==> config.mk <==
export PLATFORM = sky130hd
export DESIGN_NAME = pnm_image_stream_decoder_flat
export DESIGN_NICKNAME = d
export VERILOG_FILES = /design/src/rtl/core/pnm_pkg.sv /design/src/rtl/core/pnm_byte_if.sv /design/src/rtl/core/pnm_res_if.sv /design/src/rtl/core/pnm_dp.sv /design/src/rtl/core/pnm_ctrl.sv /design/src/rtl/core/pnm_image_stream_decoder.sv /design/src/flat_wrapper.sv
export VERILOG_INCLUDE_DIRS = /design/src /design/src/rtl/core
export SDC_FILE = /design/constraint.sdc
export NUM_CORES = 1
export LEC_CHECK = 0
export BUFFER_PORTS_ARGS = -buffer_cell sky130_fd_sc_hd__buf_2
export CAP_MARGIN = 20
export CORE_MARGIN = 10
export CORE_UTILIZATION = 65
export DETAILED_ROUTE_END_ITERATION = 8
export PLACE_DENSITY_LB_ADDON = 0.05
export SETUP_SLACK_MARGIN = 0.15
export SYNTH_ARGS = -nofsm -noshare
export SYNTH_HDL_FRONTEND = slang
export SYNTH_HIERARCHICAL = 1
export SYNTH_SLANG_ARGS = --single-unit
==> constraint.sdc <==
create_clock -name clk -period 10.2 [get_ports clk]
set_input_delay 2.04 -clock clk [delete_from_list [all_inputs] [get_ports clk]]
set_output_delay 2.04 -clock clk [all_outputs]
set_load 0.005 [all_outputs]
==> src/rtl/core/pnm_image_stream_decoder_defines.svh <==
// Assertion macros for the PNM stream decoder.
// Included by the modules that check their own logic; needs clk and rst in scope.
`ifndef PNM_IMAGE_STREAM_DECODER_DEFINES_SVH
`define PNM_IMAGE_STREAM_DECODER_DEFINES_SVH

`ifndef NO_ASSERTIONS
// condition holds at every edge out of reset
`define PNM_ASSERT(lbl, cond, msg) \
  lbl: assert property (@(posedge clk) disable iff (rst) (cond)) else $error(msg);
// antecedent implies consequent in the next cycle
`define PNM_ASSERT_NEXT(lbl, ante, cons, msg) \
  lbl: assert property (@(posedge clk) disable iff (rst) (ante) |=> (cons)) else $error(msg);
`else
`define PNM_ASSERT(lbl, cond, msg)
`define PNM_ASSERT_NEXT(lbl, ante, cons, msg)
`endif

`endif

==> src/rtl/core/pnm_pkg.sv <==
// Shared types, codes and helpers for the PNM stream decoder.
// No dependencies.
`timescale 1ns / 1ps
package pnm_pkg;

  localparam int DIM_BITS_DEF = 16;

  // result kinds
  localparam logic [1:0] KIND_HEADER = 2'd0;
  localparam logic [1:0] KIND_DATA   = 2'd1;
  localparam logic [1:0] KIND_ERROR  = 2'd2;

  // error codes
  localparam logic [2:0] ERR_MAGIC    = 3'd0;
  localparam logic [2:0] ERR_DIGIT    = 3'd1;
  localparam logic [2:0] ERR_CHAR     = 3'd2;
  localparam logic [2:0] ERR_END_NUM  = 3'd3;
  localparam logic [2:0] ERR_END_CMT  = 3'd4;
  localparam logic [2:0] ERR_SHORT    = 3'd5;
  localparam logic [2:0] ERR_ZERO_MAX = 3'd6;

  // format digits
  localparam logic [2:0] FMT_NONE = 3'd0;
  localparam logic [2:0] FMT_P1   = 3'd1;
  localparam logic [2:0] FMT_P3   = 3'd3;
  localparam logic [2:0] FMT_P4   = 3'd4;
  localparam logic [2:0] FMT_P6   = 3'd6;

  // characters
  localparam logic [7:0] CH_P     = 8'h50;
  localparam logic [7:0] CH_HASH  = 8'h23;
  localparam logic [7:0] CH_LF    = 8'h0A;
  localparam logic [7:0] CH_CR    = 8'h0D;
  localparam logic [7:0] CH_TAB   = 8'h09;
  localparam logic [7:0] CH_SPACE = 8'h20;
  localparam logic [7:0] CH_ZERO  = 8'h30;
  localparam logic [7:0] CH_NINE  = 8'h39;
  localparam logic [7:0] CH_ONE   = 8'h31;
  localparam logic [7:0] CH_SIX   = 8'h36;

  localparam logic [15:0] NUM_SAT    = 16'hFFFF;
  localparam logic [7:0]  SAMPLE_MAX = 8'd255;
  localparam logic [2:0]  BIT_MSB    = 3'd7;

  // datapath commands, one per cycle
  typedef enum logic [3:0] {
    CMD_NONE     = 4'd0,
    CMD_LOAD     = 4'd1,
    CMD_ACCUM    = 4'd2,
    CMD_FINISH   = 4'd3,
    CMD_MUL      = 4'd4,
    CMD_COUNT    = 4'd5,
    CMD_DIV_STEP = 4'd6,
    CMD_DIV_OUT  = 4'd7,
    CMD_EMIT     = 4'd8,
    CMD_BYTE     = 4'd9,
    CMD_TAIL     = 4'd10,
    CMD_REARM    = 4'd11
  } pnm_cmd_t;

  // datapath status towards the controller
  typedef struct packed {
    logic num_active;   // inside a number in a header or sample phase
    logic digit;        // held byte is a decimal digit
    logic eof;          // held item is the end mark
    logic fin_count;    // finishing the number starts the data count
    logic fin_div;      // finishing the number needs a scale division
    logic fin_emit;     // finishing the number makes a result
    logic div_done;     // divider has its quotient
    logic hdl_emit;     // byte or end handling makes a result
    logic out_free;     // output register can take a word
  } pnm_status_t;

  function automatic logic is_digit(input logic [7:0] c);
    return (c >= CH_ZERO) && (c <= CH_NINE);
  endfunction

  function automatic logic is_space(input logic [7:0] c);
    return (c == CH_SPACE) || ((c >= CH_TAB) && (c <= CH_CR));
  endfunction

endpackage

==> src/rtl/core/pnm_byte_if.sv <==
// Input channel of the PNM decoder: one file byte or end mark per word.
// No dependencies.
`timescale 1ns / 1ps
interface pnm_byte_if;
  logic       valid;
  logic       ready;
  logic [7:0] byte_req;
  logic       end_of_file;

  modport source (output valid, byte_req, end_of_file, input ready);
  modport sink   (input valid, byte_req, end_of_file, output ready);
endinterface

==> src/rtl/core/pnm_res_if.sv <==
// Result channel of the PNM decoder: header, data byte or error per word.
// No dependencies.
`timescale 1ns / 1ps
interface pnm_res_if;
  logic        valid;
  logic        ready;
  logic [1:0]  kind;
  logic [2:0]  format_code;
  logic [15:0] width;
  logic [15:0] height;
  logic [15:0] max_value;
  logic [7:0]  data_byte;
  logic [2:0]  error_code;
  logic        last;

  modport source (output valid, kind, format_code, width, height, max_value, data_byte,
                  error_code, last, input ready);
  modport sink   (input valid, kind, format_code, width, height, max_value, data_byte,
                  error_code, last, output ready);
endinterface

==> src/rtl/core/pnm_dp.sv <==
// Datapath of the PNM decoder: parse state, header fields, counters, divider,
// output register. Depends on pnm_pkg and the assertion macro header.
`timescale 1ns / 1ps
`include "pnm_image_stream_decoder_defines.svh"
module pnm_dp #(
  parameter int DIM_BITS = pnm_pkg::DIM_BITS_DEF
) (
  input  logic                clk,
  input  logic                rst,
  input  pnm_pkg::pnm_cmd_t   cmd,
  output pnm_pkg::pnm_status_t sts,
  input  logic [7:0]          byte_req,
  input  logic                end_of_file,
  input  logic                out_ready,
  output logic                out_valid,
  output logic [1:0]          kind,
  output logic [2:0]          format_code,
  output logic [15:0]         width,
  output logic [15:0]         height,
  output logic [15:0]         max_value,
  output logic [7:0]          data_byte,
  output logic [2:0]          error_code,
  output logic                last
);
  import pnm_pkg::*;

  localparam int CNT_W = 2 * DIM_BITS + 2;
  localparam logic [15:0] DIM_LIM = 16'((32'd1 << DIM_BITS) - 32'd1);

  typedef enum logic [8:0] {
    PH_MAGIC = 9'b000000001,
    PH_DIGIT = 9'b000000010,
    PH_HDR_W = 9'b000000100,
    PH_HDR_H = 9'b000001000,
    PH_HDR_M = 9'b000010000,
    PH_ASCII = 9'b000100000,
    PH_SEP   = 9'b001000000,
    PH_RAW   = 9'b010000000,
    PH_DONE  = 9'b100000000
  } phase_t;

  phase_t                phase;
  logic [7:0]            c_q;
  logic                  eof_q;
  logic [2:0]            fmt;
  logic [DIM_BITS-1:0]   width_h;
  logic [DIM_BITS-1:0]   height_h;
  logic [15:0]           max_h;
  logic [15:0]           acc;
  logic                  in_number;
  logic                  in_comment;
  logic [CNT_W-1:0]      remaining;
  logic [DIM_BITS-1:0]   col;
  logic [2:0]            bitpos;
  logic [7:0]            packed_bits;
  logic [2*DIM_BITS-1:0] prod;
  logic [15:0]           div_rem;
  logic [15:0]           div_num;
  logic [3:0]            div_cnt;
  logic                  div_done;
  logic [1:0]            res_kind;
  logic [7:0]            res_data;
  logic [2:0]            res_err;
  logic                  res_last;

  logic                  num_phase;
  logic                  fmt_bitmap;
  logic [19:0]           acc_mul;
  logic [15:0]           acc_next;
  logic [DIM_BITS-1:0]   dim_clamped;
  logic [7:0]            sample;
  logic [15:0]           scaled;
  logic [7:0]            pk_next;
  logic [DIM_BITS-1:0]   col_next;
  logic                  pk_flush;
  logic [DIM_BITS-1:0]   w_sel;
  logic [DIM_BITS:0]     w_round;
  logic [CNT_W-1:0]      cnt;
  logic [16:0]           div_shift;
  logic [16:0]           div_trial;
  logic [15:0]           divisor;
  logic                  last_data;

  // decode of the held state
  always_comb begin
    num_phase   = (phase inside {PH_HDR_W, PH_HDR_H, PH_HDR_M, PH_ASCII});
    fmt_bitmap  = (fmt inside {FMT_P1, FMT_P4});
    acc_mul     = ({4'd0, acc} << 3) + ({4'd0, acc} << 1) + {16'd0, c_q[3:0]};
    acc_next    = (acc_mul > {4'd0, NUM_SAT}) ? NUM_SAT : acc_mul[15:0];
    dim_clamped = (acc > DIM_LIM) ? DIM_LIM[DIM_BITS-1:0] : acc[DIM_BITS-1:0];
    sample      = (acc > {8'd0, SAMPLE_MAX}) ? SAMPLE_MAX : acc[7:0];
    scaled      = {sample, 8'd0} - {8'd0, sample};
    pk_next     = packed_bits | ((acc != 16'd0) ? (8'd1 << bitpos) : 8'd0);
    col_next    = col + 1'b1;
    pk_flush    = (bitpos == 3'd0) || (col_next >= width_h);
    w_round     = ({1'b0, width_h} + (DIM_BITS+1)'(7)) >> 3;
    w_sel       = fmt_bitmap ? w_round[DIM_BITS-1:0] : width_h;
    cnt         = (fmt inside {FMT_P3, FMT_P6}) ?
                  ({2'b00, prod} + {1'b0, prod, 1'b0}) : {2'b00, prod};
    divisor     = (max_h == 16'd0) ? 16'd1 : max_h;
    div_shift   = {div_rem, div_num[15]};
    div_trial   = div_shift - {1'b0, divisor};
    last_data   = (remaining == CNT_W'(1));
  end

  // status towards the controller
  always_comb begin
    sts.num_active = num_phase && in_number;
    sts.digit      = is_digit(c_q);
    sts.eof        = eof_q;
    sts.fin_count  = ((phase == PH_HDR_H) && fmt_bitmap) ||
                     ((phase == PH_HDR_M) && (acc != 16'd0));
    sts.fin_div    = (phase == PH_ASCII) && (fmt != FMT_P1);
    sts.fin_emit   = ((phase == PH_HDR_M) && (acc == 16'd0)) ||
                     ((phase == PH_ASCII) && (fmt == FMT_P1) && pk_flush);
    sts.div_done   = div_done;
    sts.out_free   = !out_valid || out_ready;
    if (eof_q) begin
      sts.hdl_emit = (phase != PH_DONE);
    end else begin
      case (phase)
        PH_MAGIC: sts.hdl_emit = (c_q != CH_P);
        PH_DIGIT: sts.hdl_emit = !((c_q >= CH_ONE) && (c_q <= CH_SIX));
        PH_HDR_W, PH_HDR_H, PH_HDR_M, PH_ASCII:
          sts.hdl_emit = !in_comment && !is_digit(c_q) && (c_q != CH_HASH) &&
                         !is_space(c_q);
        PH_RAW:   sts.hdl_emit = 1'b1;
        default:  sts.hdl_emit = 1'b0;
      endcase
    end
  end

  // parse state and held fields
  always_ff @(posedge clk) begin
    if (rst || (cmd == CMD_REARM)) begin
      phase       <= PH_MAGIC;
      fmt         <= FMT_NONE;
      width_h     <= '0;
      height_h    <= '0;
      max_h       <= 16'd1;
      acc         <= 16'd0;
      in_number   <= 1'b0;
      in_comment  <= 1'b0;
      remaining   <= '0;
      col         <= '0;
      bitpos      <= BIT_MSB;
      packed_bits <= 8'd0;
      div_done    <= 1'b0;
    end else begin
      case (cmd)
        CMD_LOAD: begin
          c_q   <= byte_req;
          eof_q <= end_of_file;
        end
        CMD_ACCUM: acc <= acc_next;
        CMD_FINISH: begin
          in_number <= 1'b0;
          case (phase)
            PH_HDR_W: begin
              width_h <= dim_clamped;
              phase   <= PH_HDR_H;
            end
            PH_HDR_H: begin
              height_h <= dim_clamped;
              if (fmt_bitmap) max_h <= 16'd1;
              else            phase <= PH_HDR_M;
            end
            PH_HDR_M: begin
              if (acc == 16'd0) begin
                res_kind <= KIND_ERROR;
                res_data <= 8'd0;
                res_err  <= ERR_ZERO_MAX;
                res_last <= 1'b1;
                phase    <= PH_DONE;
              end else begin
                max_h <= acc;
              end
            end
            PH_ASCII: begin
              if (fmt == FMT_P1) begin
                // pack one bit, flush at a full byte or row end
                if (pk_flush) begin
                  packed_bits <= 8'd0;
                  bitpos      <= BIT_MSB;
                  col         <= (col_next >= width_h) ? '0 : col_next;
                  res_kind    <= KIND_DATA;
                  res_data    <= pk_next;
                  res_err     <= ERR_MAGIC;
                  res_last    <= last_data;
                  remaining   <= remaining - 1'b1;
                  if (last_data) phase <= PH_DONE;
                end else begin
                  packed_bits <= pk_next;
                  bitpos      <= bitpos - 1'b1;
                  col         <= col_next;
                end
              end else begin
                div_rem  <= 16'd0;
                div_num  <= scaled;
                div_cnt  <= 4'd0;
                div_done <= 1'b0;
              end
            end
            default: ;
          endcase
        end
        CMD_MUL: prod <= height_h * w_sel;
        CMD_COUNT: begin
          // data count known: header out, enter data phase (or done if there is no data)
          remaining   <= cnt;
          res_kind    <= KIND_HEADER;
          res_data    <= 8'd0;
          res_err     <= ERR_MAGIC;
          res_last    <= (prod == '0);
          col         <= '0;
          bitpos      <= BIT_MSB;
          packed_bits <= 8'd0;
          if (prod == '0)          phase <= PH_DONE;
          else if (fmt <= FMT_P3)  phase <= PH_ASCII;
          else                     phase <= PH_SEP;
        end
        CMD_DIV_STEP: begin
          // one restoring divide step per cycle
          if (!div_trial[16]) begin
            div_rem <= div_trial[15:0];
            div_num <= {div_num[14:0], 1'b1};
          end else begin
            div_rem <= div_shift[15:0];
            div_num <= {div_num[14:0], 1'b0};
          end
          div_cnt <= div_cnt + 1'b1;
          if (div_cnt == 4'hF) div_done <= 1'b1;
        end
        CMD_DIV_OUT: begin
          div_done  <= 1'b0;
          res_kind  <= KIND_DATA;
          res_data  <= div_num[7:0];
          res_err   <= ERR_MAGIC;
          res_last  <= last_data;
          remaining <= remaining - 1'b1;
          if (last_data) phase <= PH_DONE;
        end
        CMD_BYTE: begin
          res_kind <= KIND_ERROR;
          res_data <= 8'd0;
          res_last <= 1'b1;
          case (phase)
            PH_MAGIC: begin
              res_err <= ERR_MAGIC;
              phase   <= (c_q == CH_P) ? PH_DIGIT : PH_DONE;
            end
            PH_DIGIT: begin
              res_err <= ERR_DIGIT;
              if ((c_q >= CH_ONE) && (c_q <= CH_SIX)) begin
                fmt   <= c_q[2:0];
                phase <= PH_HDR_W;
              end else begin
                phase <= PH_DONE;
              end
            end
            PH_HDR_W, PH_HDR_H, PH_HDR_M, PH_ASCII: begin
              res_err <= ERR_CHAR;
              if (in_comment) begin
                if (c_q == CH_LF) in_comment <= 1'b0;
              end else if (is_digit(c_q)) begin
                in_number <= 1'b1;
                acc       <= {12'd0, c_q[3:0]};
              end else if (c_q == CH_HASH) begin
                in_comment <= 1'b1;
              end else if (!is_space(c_q)) begin
                phase <= PH_DONE;
              end
            end
            PH_SEP: phase <= PH_RAW;
            PH_RAW: begin
              res_kind  <= KIND_DATA;
              res_data  <= c_q;
              res_err   <= ERR_MAGIC;
              res_last  <= last_data;
              remaining <= remaining - 1'b1;
              if (last_data) phase <= PH_DONE;
            end
            default: ;
          endcase
        end
        CMD_TAIL: begin
          // end mark: error from where the file stopped
          res_kind <= KIND_ERROR;
          res_data <= 8'd0;
          res_last <= 1'b1;
          case (phase)
            PH_MAGIC: res_err <= ERR_MAGIC;
            PH_DIGIT: res_err <= ERR_DIGIT;
            PH_SEP, PH_RAW: res_err <= ERR_SHORT;
            default:  res_err <= in_comment ? ERR_END_CMT : ERR_END_NUM;
          endcase
          phase <= PH_DONE;
        end
        default: ;
      endcase
    end
  end

  // output register
  always_ff @(posedge clk) begin
    if (rst) begin
      out_valid <= 1'b0;
    end else if (cmd == CMD_EMIT) begin
      out_valid <= 1'b1;
    end else if (out_ready) begin
      out_valid <= 1'b0;
    end
  end

  always_ff @(posedge clk) begin
    if (cmd == CMD_EMIT) begin
      kind        <= res_kind;
      format_code <= fmt;
      width       <= 16'(width_h);
      height      <= 16'(height_h);
      max_value   <= max_h;
      data_byte   <= res_data;
      error_code  <= (res_kind == KIND_ERROR) ? res_err : ERR_MAGIC;
      last        <= res_last;
    end
  end

  `PNM_ASSERT(a_count_live, !((phase == PH_ASCII) || (phase == PH_SEP) || (phase == PH_RAW)) || (remaining != '0), "data phase with zero count")
  `PNM_ASSERT(a_err_last, !(out_valid && (kind == KIND_ERROR)) || last, "error word without last")
  `PNM_ASSERT(a_col_range, !((phase == PH_ASCII) && (fmt == FMT_P1)) || (col < width_h), "bitmap column past width")

endmodule

==> src/rtl/core/pnm_ctrl.sv <==
// Controller of the PNM decoder: sequences the datapath steps of one item.
// Depends on pnm_pkg and the assertion macro header.
`timescale 1ns / 1ps
`include "pnm_image_stream_decoder_defines.svh"
module pnm_ctrl (
  input  logic                 clk,
  input  logic                 rst,
  input  logic                 in_valid,
  output logic                 in_ready,
  input  pnm_pkg::pnm_status_t sts,
  output pnm_pkg::pnm_cmd_t    cmd
);
  import pnm_pkg::*;

  typedef enum logic [10:0] {
    S_IDLE   = 11'b00000000001,
    S_DECODE = 11'b00000000010,
    S_FINISH = 11'b00000000100,
    S_MUL    = 11'b00000001000,
    S_COUNT  = 11'b00000010000,
    S_DIV    = 11'b00000100000,
    S_DIVOUT = 11'b00001000000,
    S_EMIT_A = 11'b00010000000,
    S_HANDLE = 11'b00100000000,
    S_EMIT_B = 11'b01000000000,
    S_REARM  = 11'b10000000000
  } state_t;

  state_t state, state_next;

  assign in_ready = (state == S_IDLE);

  // next state and command
  always_comb begin
    state_next = state;
    cmd        = CMD_NONE;
    case (state)
      S_IDLE: begin
        if (in_valid) begin
          cmd        = CMD_LOAD;
          state_next = S_DECODE;
        end
      end
      S_DECODE: begin
        if (sts.num_active && !sts.eof && sts.digit) begin
          cmd        = CMD_ACCUM;
          state_next = S_IDLE;
        end else if (sts.num_active) begin
          state_next = S_FINISH;
        end else begin
          state_next = S_HANDLE;
        end
      end
      S_FINISH: begin
        cmd = CMD_FINISH;
        if (sts.fin_count)     state_next = S_MUL;
        else if (sts.fin_div)  state_next = S_DIV;
        else if (sts.fin_emit) state_next = S_EMIT_A;
        else                   state_next = S_HANDLE;
      end
      S_MUL: begin
        cmd        = CMD_MUL;
        state_next = S_COUNT;
      end
      S_COUNT: begin
        cmd        = CMD_COUNT;
        state_next = S_EMIT_A;
      end
      S_DIV: begin
        if (sts.div_done) state_next = S_DIVOUT;
        else              cmd = CMD_DIV_STEP;
      end
      S_DIVOUT: begin
        cmd        = CMD_DIV_OUT;
        state_next = S_EMIT_A;
      end
      S_EMIT_A: begin
        if (sts.out_free) begin
          cmd        = CMD_EMIT;
          state_next = S_HANDLE;
        end
      end
      S_HANDLE: begin
        cmd = sts.eof ? CMD_TAIL : CMD_BYTE;
        if (sts.hdl_emit)  state_next = S_EMIT_B;
        else if (sts.eof)  state_next = S_REARM;
        else               state_next = S_IDLE;
      end
      S_EMIT_B: begin
        if (sts.out_free) begin
          cmd        = CMD_EMIT;
          state_next = sts.eof ? S_REARM : S_IDLE;
        end
      end
      S_REARM: begin
        cmd        = CMD_REARM;
        state_next = S_IDLE;
      end
      default: state_next = S_IDLE;
    endcase
  end

  always_ff @(posedge clk) begin
    if (rst) state <= S_IDLE;
    else     state <= state_next;
  end

  `PNM_ASSERT(a_emit_free, (cmd != CMD_EMIT) || sts.out_free, "word emitted into a full output register")
  `PNM_ASSERT_NEXT(a_accept_decode, (state == S_IDLE) && in_valid, state == S_DECODE, "accepted word not decoded")
  `PNM_ASSERT_NEXT(a_div_out, (state == S_DIV) && sts.div_done, state == S_DIVOUT, "quotient not taken")

endmodule

==> src/rtl/core/pnm_image_stream_decoder.sv <==
// PNM (P1..P6) stream decoder, top level.
// Depends on pnm_pkg, pnm_byte_if, pnm_res_if, pnm_ctrl and pnm_dp.
//
// Usage: byte_ch carries one file byte per word, or an end mark
// (end_of_file set, byte ignored). res_ch returns a header word, then the
// pixel bytes; an error word ends the image. last flags the final word of
// an image, every error and a header with no data. An end mark closes the
// image and rearms the decoder for the next file.
// Timing: one item at a time. A header or separator byte is loaded, decoded
// and handled; a digit inside a number is loaded and accumulated; a byte
// that ends a number adds a finish step. A P2 or P3 sample ends its number
// and runs a restoring divider at one quotient bit per cycle; the header
// result adds a multiplier stage and a count stage.
// Results leave through a single output register; while the receiver
// stalls the decoder holds at its next result and takes no new word.
// Reset (rst, synchronous) returns the decoder to waiting for the magic.
`timescale 1ns / 1ps
module pnm_image_stream_decoder #(
  parameter int DIM_BITS = pnm_pkg::DIM_BITS_DEF
) (
  input logic       clk,
  input logic       rst,
  pnm_byte_if.sink  byte_ch,
  pnm_res_if.source res_ch
);
  import pnm_pkg::*;

  pnm_cmd_t    cmd;
  pnm_status_t sts;

  pnm_ctrl u_ctrl (
    .clk      (clk),
    .rst      (rst),
    .in_valid (byte_ch.valid),
    .in_ready (byte_ch.ready),
    .sts      (sts),
    .cmd      (cmd)
  );

  pnm_dp #(.DIM_BITS(DIM_BITS)) u_dp (
    .clk         (clk),
    .rst         (rst),
    .cmd         (cmd),
    .sts         (sts),
    .byte_req    (byte_ch.byte_req),
    .end_of_file (byte_ch.end_of_file),
    .out_ready   (res_ch.ready),
    .out_valid   (res_ch.valid),
    .kind        (res_ch.kind),
    .format_code (res_ch.format_code),
    .width       (res_ch.width),
    .height      (res_ch.height),
    .max_value   (res_ch.max_value),
    .data_byte   (res_ch.data_byte),
    .error_code  (res_ch.error_code),
    .last        (res_ch.last)
  );

endmodule
==> src/flat_wrapper.sv <==
// flat-port wrapper written by rule: the top's interface ports become plain ports
module pnm_image_stream_decoder_flat import pnm_pkg::*;
#(
  parameter int DIM_BITS = pnm_pkg::DIM_BITS_DEF
)
  (clk, rst, byte_ch_valid, byte_ch_byte_req, byte_ch_end_of_file, byte_ch_ready, res_ch_valid, res_ch_kind, res_ch_format_code, res_ch_width, res_ch_height, res_ch_max_value, res_ch_data_byte, res_ch_error_code, res_ch_last, res_ch_ready);
  pnm_byte_if byte_ch_i ();
  pnm_res_if res_ch_i ();
  input logic clk;
  input logic rst;
  input wire logic [$bits(byte_ch_i.valid)-1:0] byte_ch_valid;
  input wire logic [$bits(byte_ch_i.byte_req)-1:0] byte_ch_byte_req;
  input wire logic [$bits(byte_ch_i.end_of_file)-1:0] byte_ch_end_of_file;
  output wire logic [$bits(byte_ch_i.ready)-1:0] byte_ch_ready;
  output wire logic [$bits(res_ch_i.valid)-1:0] res_ch_valid;
  output wire logic [$bits(res_ch_i.kind)-1:0] res_ch_kind;
  output wire logic [$bits(res_ch_i.format_code)-1:0] res_ch_format_code;
  output wire logic [$bits(res_ch_i.width)-1:0] res_ch_width;
  output wire logic [$bits(res_ch_i.height)-1:0] res_ch_height;
  output wire logic [$bits(res_ch_i.max_value)-1:0] res_ch_max_value;
  output wire logic [$bits(res_ch_i.data_byte)-1:0] res_ch_data_byte;
  output wire logic [$bits(res_ch_i.error_code)-1:0] res_ch_error_code;
  output wire logic [$bits(res_ch_i.last)-1:0] res_ch_last;
  input wire logic [$bits(res_ch_i.ready)-1:0] res_ch_ready;
  assign byte_ch_i.valid = byte_ch_valid;
  assign byte_ch_i.byte_req = byte_ch_byte_req;
  assign byte_ch_i.end_of_file = byte_ch_end_of_file;
  assign byte_ch_ready = byte_ch_i.ready;
  assign res_ch_valid = res_ch_i.valid;
  assign res_ch_kind = res_ch_i.kind;
  assign res_ch_format_code = res_ch_i.format_code;
  assign res_ch_width = res_ch_i.width;
  assign res_ch_height = res_ch_i.height;
  assign res_ch_max_value = res_ch_i.max_value;
  assign res_ch_data_byte = res_ch_i.data_byte;
  assign res_ch_error_code = res_ch_i.error_code;
  assign res_ch_last = res_ch_i.last;
  assign res_ch_i.ready = res_ch_ready;
  pnm_image_stream_decoder #(.DIM_BITS(DIM_BITS)) u_core (.clk(clk), .rst(rst), .byte_ch(byte_ch_i), .res_ch(res_ch_i));
endmodule
-- After elaboration in Yosys (flattened, before gate mapping)
Cells that the tools add are included.
- shift-type cells: 1
- $mul: 1
- $add $sub $neg: 10
- order comparisons: 11
- bitwise logic cells: 2
- eq/ne operators: 72
- reduce and logical (&&, ||, !) cells: 71
- multiplexer cells: 119
- operator list (operator ; count):
    16-bit 2-to-1 mux ; 18
    34-bit 2-to-1 mux ; 5
    16-bit one-hot mux with 2 select lines ; 5
    9-bit 2-to-1 mux ; 17
    34-bit one-hot mux with 4 select lines ; 1
    11-bit one-hot mux with 9 select lines ; 1
    9-bit one-hot mux with 5 select lines ; 2
    8-bit 2-to-1 mux ; 9
    11-bit 2-to-1 mux ; 6
    4-bit one-hot mux with 10 select lines ; 1
    9-bit one-hot mux with 4 select lines ; 1
    32-bit by 33-bit adder with 34-bit output ; 1
    34-bit by 1-bit equality test with 1-bit output (second input constant) ; 1
    34-bit by 1-bit subtractor with 34-bit output (second input constant) ; 1
    16-bit zero test ; 2
    32-bit zero test ; 1
    16-bit by 16-bit multiplier with 32-bit output ; 1
    8-bit one-hot mux with 2 select lines ; 2
    8-bit one-hot mux with 4 select lines ; 1
    3-bit inequality test (second input constant) ; 9
    3-bit 2-to-1 mux ; 8
    4-bit AND reduction ; 6
    2-bit inequality test (second input constant) ; 11
    19-bit by 17-bit adder with 20-bit output ; 1
    88 further kinds ; 176
- bits in registers: 308
- word-level logic and storage cells: 320
- input port bits: 13
- output and inout bits: 67

-- Longest topological paths before layout
- word-level depth: 11
- mapped depth: 31
- mapped depth without buffers: 29

-- Hierarchy
Netlist, hierarchy kept.
- by module, submodules not included (module ; cells an instance ; instances ; area each (µm²) ; seq. area each (µm²)):
    pnm_dp ; 2912 ; 1 ; 25767.2 ; 7507.2
    pnm_ctrl ; 115 ; 1 ; 930.9 ; 220.2

-- Least setup slack after synthesis
Ideal clock, no wire load.
- path kind: register -> register
- start point: reg u_core.u_dp.width_h[3]
- end point: reg u_core.u_dp.prod[28] (data pin)
- library setup time: 0.258 ns
- stages on the path, launching flop included: 29
- path slack: 2.387 ns
- path buffers: 1
- required time: 9.942 ns
- arrival time: 7.555 ns
- clock period less this slack: 7.813 ns
- cells stage by stage: dfxtp_1 > inv_1 > nor3_1 > nand3_1 > nor3_1 > nand4_1 > nor2_1 > mux2i_1 > a21o_1 > buf_1 > nand2_1 > fa_1 > inv_1 > fa_1 > fa_1 > fa_1 > fa_1 > inv_1 > fa_1 > inv_1 > ha_1 > a21o_1 > a21o_1 > a21oi_1 > o221ai_1 > a2111oi_0 > o31ai_1 > a21oi_1 > xnor2_1
- cells in the longest elaborated chain, start to end: 3
- ends and longest elaborated chain (element ; RTL line ; RTL):
    from (decl) ; pnm_dp.sv:46 ; logic [DIM_BITS-1:0] width_h;
    from (signal assigned) ; pnm_dp.sv:160 ; width_h <= dim_clamped;
    16-bit by 3-bit adder with 17-bit output ; pnm_dp.sv:96 ; w_round = ({1'b0, width_h} + (DIM_BITS+1)'(7)) >> 3;
    16-bit 2-to-1 mux (*) ; pnm_dp.sv:97 ; w_sel = fmt_bitmap ? w_round[DIM_BITS-1:0] : width_h;
    16-bit by 16-bit multiplier with 32-bit output (*) ; pnm_dp.sv:207 ; CMD_MUL: prod <= height_h * w_sel;
    to (signal assigned) ; pnm_dp.sv:207 ;
    to (decl) ; pnm_dp.sv:56 ; logic [2*DIM_BITS-1:0] prod;
Mark *: on every way between the ends. The rest lies on a longest branch, timed or not.
A chain may end at the register's enable or synchronous reset.

-- Worst setup path in the final report
Ends and elaborated chain as after synthesis.

==> reports/results.tsv <==
stage	metric	value	unit
run_status	outcome	finished, final reports clean	
cts	Clock transition at path regs	60	ps
sta	RSZ-0062 raised after global routing	false	
logic_synthesis	Primary FF master, synth	edfxtp_1	
sta	skew final	19.4	ps
logic_synthesis	ranking of synthesized cells by area	edfxtp_1 (18%), fa_1 (15%), dfxtp_1 (11%)	
cts	Max H-tree Level	2	
sta	period utilization	87.8	%
die	Die Ht	223	um
global_route	initial antenna violation count	2	
setup_path	critical path type	reg -> reg	
die	DIE AREA	49600	sq um
cts	clock buffer depth	3	
logic_synthesis	Seq/Total Area, Yosys	28.9	%
place	DP Worst Slack	1350	ps
setup_path	buffers and inverters on the worst path	4	
setup_path	CP max FO	16	
final_layout	final net count	3480	
cts	cts repair resizes	0	
final_layout	layout cells sized above 1	7.33	%
sta	TNS Setup	0	ps
global_route	GRT Overall Usage	29.4	%
setup_path	WP data arrival	9260	ps
power_and_ir_drop	Peak supply drop	0.137	mV
setup_path	largest stage delay on the critical path	590	ps
die	Core Region	40700	sq um
global_route	first-pass GRT wire length	119	mm
final_layout	antenna cells	0	
cts	total clock buffers created by CTS	34	
place	DP HPWL	55.5	mm
power_and_ir_drop	Pwr Density	91.7	nW/um^2
logic_synthesis	number of synthesized register bits	308	
sta	Worst Tran Pin Value	1090	ps
sta	Tmin final	8960	ps
setup_path	cell family with most CP delay	adder cells	
final_layout	Filler cells	3208	
setup_path	Critical Path RT	10500	ps
power_and_ir_drop	Leak	12.3	nW
cts	Post-CTS Hold Fix Bufs	0	
sta	Slew HR	27.0	%
logic_synthesis	ys async rst share	0	%
logic_synthesis	Syn Std Cell Area	26700	sq um
logic_synthesis	post-synth top area share	17.5	%
place	I/O Buffers	79	
drt	drt pass-1 iters	6	
place	Placer Congestion	0.947	
cts	clk sink count	308	
setup_path	most used cell, CP	fa_1	
sta	final number of hold-violating endpoints	0	
cts	Skew-Pair Late Insertion Delay	560	ps
die	Die X	223	um
logic_synthesis	YS warnings	6	
global_route	global route overflow	0	
global_route	largest net degree at the start of global routing	73	
setup_path	highest-delay cell along the critical path	a2111oi_0	
logic_synthesis	post-synth top area cell	edfxtp_1	
die	Rows	74	
sta	Peak Freq	0.112	GHz
hold_path	Hold Path Class	reg -> reg	
cts	CTS tree	done	
drt	drt total wl	74.0	mm
drt	drt wl/cell	20.5	um
logic_synthesis	Mapped Cells	3027	
final_layout	P&R area growth vs syn	7.55	%
drt	DRC	0	
setup_path	CP Launch Type	flip-flop	
drt	1st-iter DRT viols	2187	
die	IO Count	80	
global_route	vias in the first global route	22200	
sta	Final Max Tran Viols	0	
cts	root buf cell	clkbuf_16	
sta	crit path setup slack, layout	1240	ps
sta	Final setup viols	0	
die	Initial Utilization	65.5	%
job	Max-Cap Viols	0	
drt	Post-DRT Antenna Nets	0	
drt	vias post-DR	22600	
logic_synthesis	Netlist cell types	90	
logic_synthesis	number of synthesized flops with an enable pin	156	
cts	Post-CTS Setup Inserts	0	
logic_synthesis	Syn Nets	3463	
logic_synthesis	Synth Area per Inst	8.82	sq um
drt	vias per inst	6.28	
setup_path	Worst Setup End Kind	flip-flop	
[cell usage after synthesis, types with 12 or more instances]
master,instances
inv_1,325
o211ai_1,14
nor3_1,82
nand2b_1,29
o21a_1,23
xor2_1,35
nand4_1,27
nor2_1,218
a31oi_1,24
a211oi_1,13
or2_2,13
mux2i_1,23
and2_1,98
or3_1,15
a21oi_1,212
nor4_1,21
o22ai_1,17
or4_1,12
nor2b_1,37
a21o_1,34
o21ai_0,138
edfxtp_1,156
xnor2_1,67
dfxtp_1,152
a22oi_1,41
ha_1,225
buf_2,17
clkbuf_1,106
fa_1,198
nand3_1,53
and3_1,38
nand2_1,377
[path summary, 6_finish.rpt]
kind / start / end / slack (ps) / cells after the start
hold reg to reg: u_core/u_dp/res_data[4] / u_core/u_dp/data_byte[4] / 420 / 0
setup reg to reg: u_core/u_dp/width_h[3] / u_core/u_dp/prod[28] / 1240 / 27
hold / removal: u_core/u_dp/res_data[4] / u_core/u_dp/data_byte[4] / 420 / 0
setup / recovery: u_core/u_dp/width_h[3] / u_core/u_dp/prod[28] / 1240 / 27
[final cells by class]
type                            count  area [sq um]  area share, %
Clock buffer                       43           968           3.37
Clock inverter                     19           150          0.523
Inverter                          325          1220           4.25
Multi-Input combinational cell   2261         17300           60.2
Sequential cell                   308          7730           26.9
Tap cell                          532           666           2.32
Timing Repair Buffer              114           686           2.39
[power breakdown]
part | leakage, nW | switching, mW | internal [mW]
Combinational | 9.18 | 0.0656 | 0.0341
Sequential | 2.60 | 0.0137 | 1.30
Clock | 0.550 | 0.534 | 0.685
[metrics by stage]
stage	std cells	power [mW]	hold WS [ps]	cell area [sq um]	util [%]
finish	3602	2.63	418	28700	70.5
global route	3602	2.71	427	28700	70.5
CTS	3600	2.65	417	28700	70.4
detailed placement	3538	1.44	405	27600	67.7
global placement	3537	1.44	402	27500	67.6
floorplan	3027	1.40	400	26700	-
[layout by cell type (no fill, tap or decap), types with 37 or more instances in the layout]
master,n
a21oi_1,212
a22oi_1,41
and2_1,98
and3_1,38
buf_2,79
clkbuf_16,37
dfxtp_1,152
edfxtp_1,156
fa_1,198
ha_1,225
inv_1,324
nand2_1,377
nand3_1,53
nor2_1,217
nor2b_1,37
nor3_1,81
o21ai_0,138
xnor2_1,67
[metal layers]
layer	part of all wire [%]	wire length (um)	up-vias	track usage, %
met5	0.031	23	-	0
met1	41	30500	11000	38.6
li1	-	-	10400	-
met4	3.3	2410	4	9.85
met3	7.8	5750	175	4.84
met2	48	35300	938	48.5
[flip-flops by register name, summed over array words and instances, names as in the netlist, 16 cells and up]
signal / count
u_core/u_dp/remaining: 34
u_core/u_dp/prod: 32
u_core/u_dp/acc: 16
u_core/u_dp/col: 16
u_core/u_dp/div_num: 16
u_core/u_dp/div_rem: 16
u_core/u_dp/height: 16
u_core/u_dp/height_h: 16
u_core/u_dp/max_h: 16
u_core/u_dp/max_value: 16
u_core/u_dp/width: 16
u_core/u_dp/width_h: 16
[cell families (layout without fill, tap and decap cells)]
kind of cell | Yosys count | after routing | share of synthesized area, %
AO/OA/AOI/OAI | 643 | 643 | 15.1
multiplexers | 24 | 24 | 0.904
flip-flops | 308 | 308 | 28.9
XOR/XNOR | 102 | 102 | 3.35
adder cells (fa/ha/maj) | 423 | 423 | 25.4
buffers and inverters | 458 | 501 | 6.65
AND/OR/NAND/NOR | 1069 | 1069 | 19.7
Power figures use the tool's default switching activity.
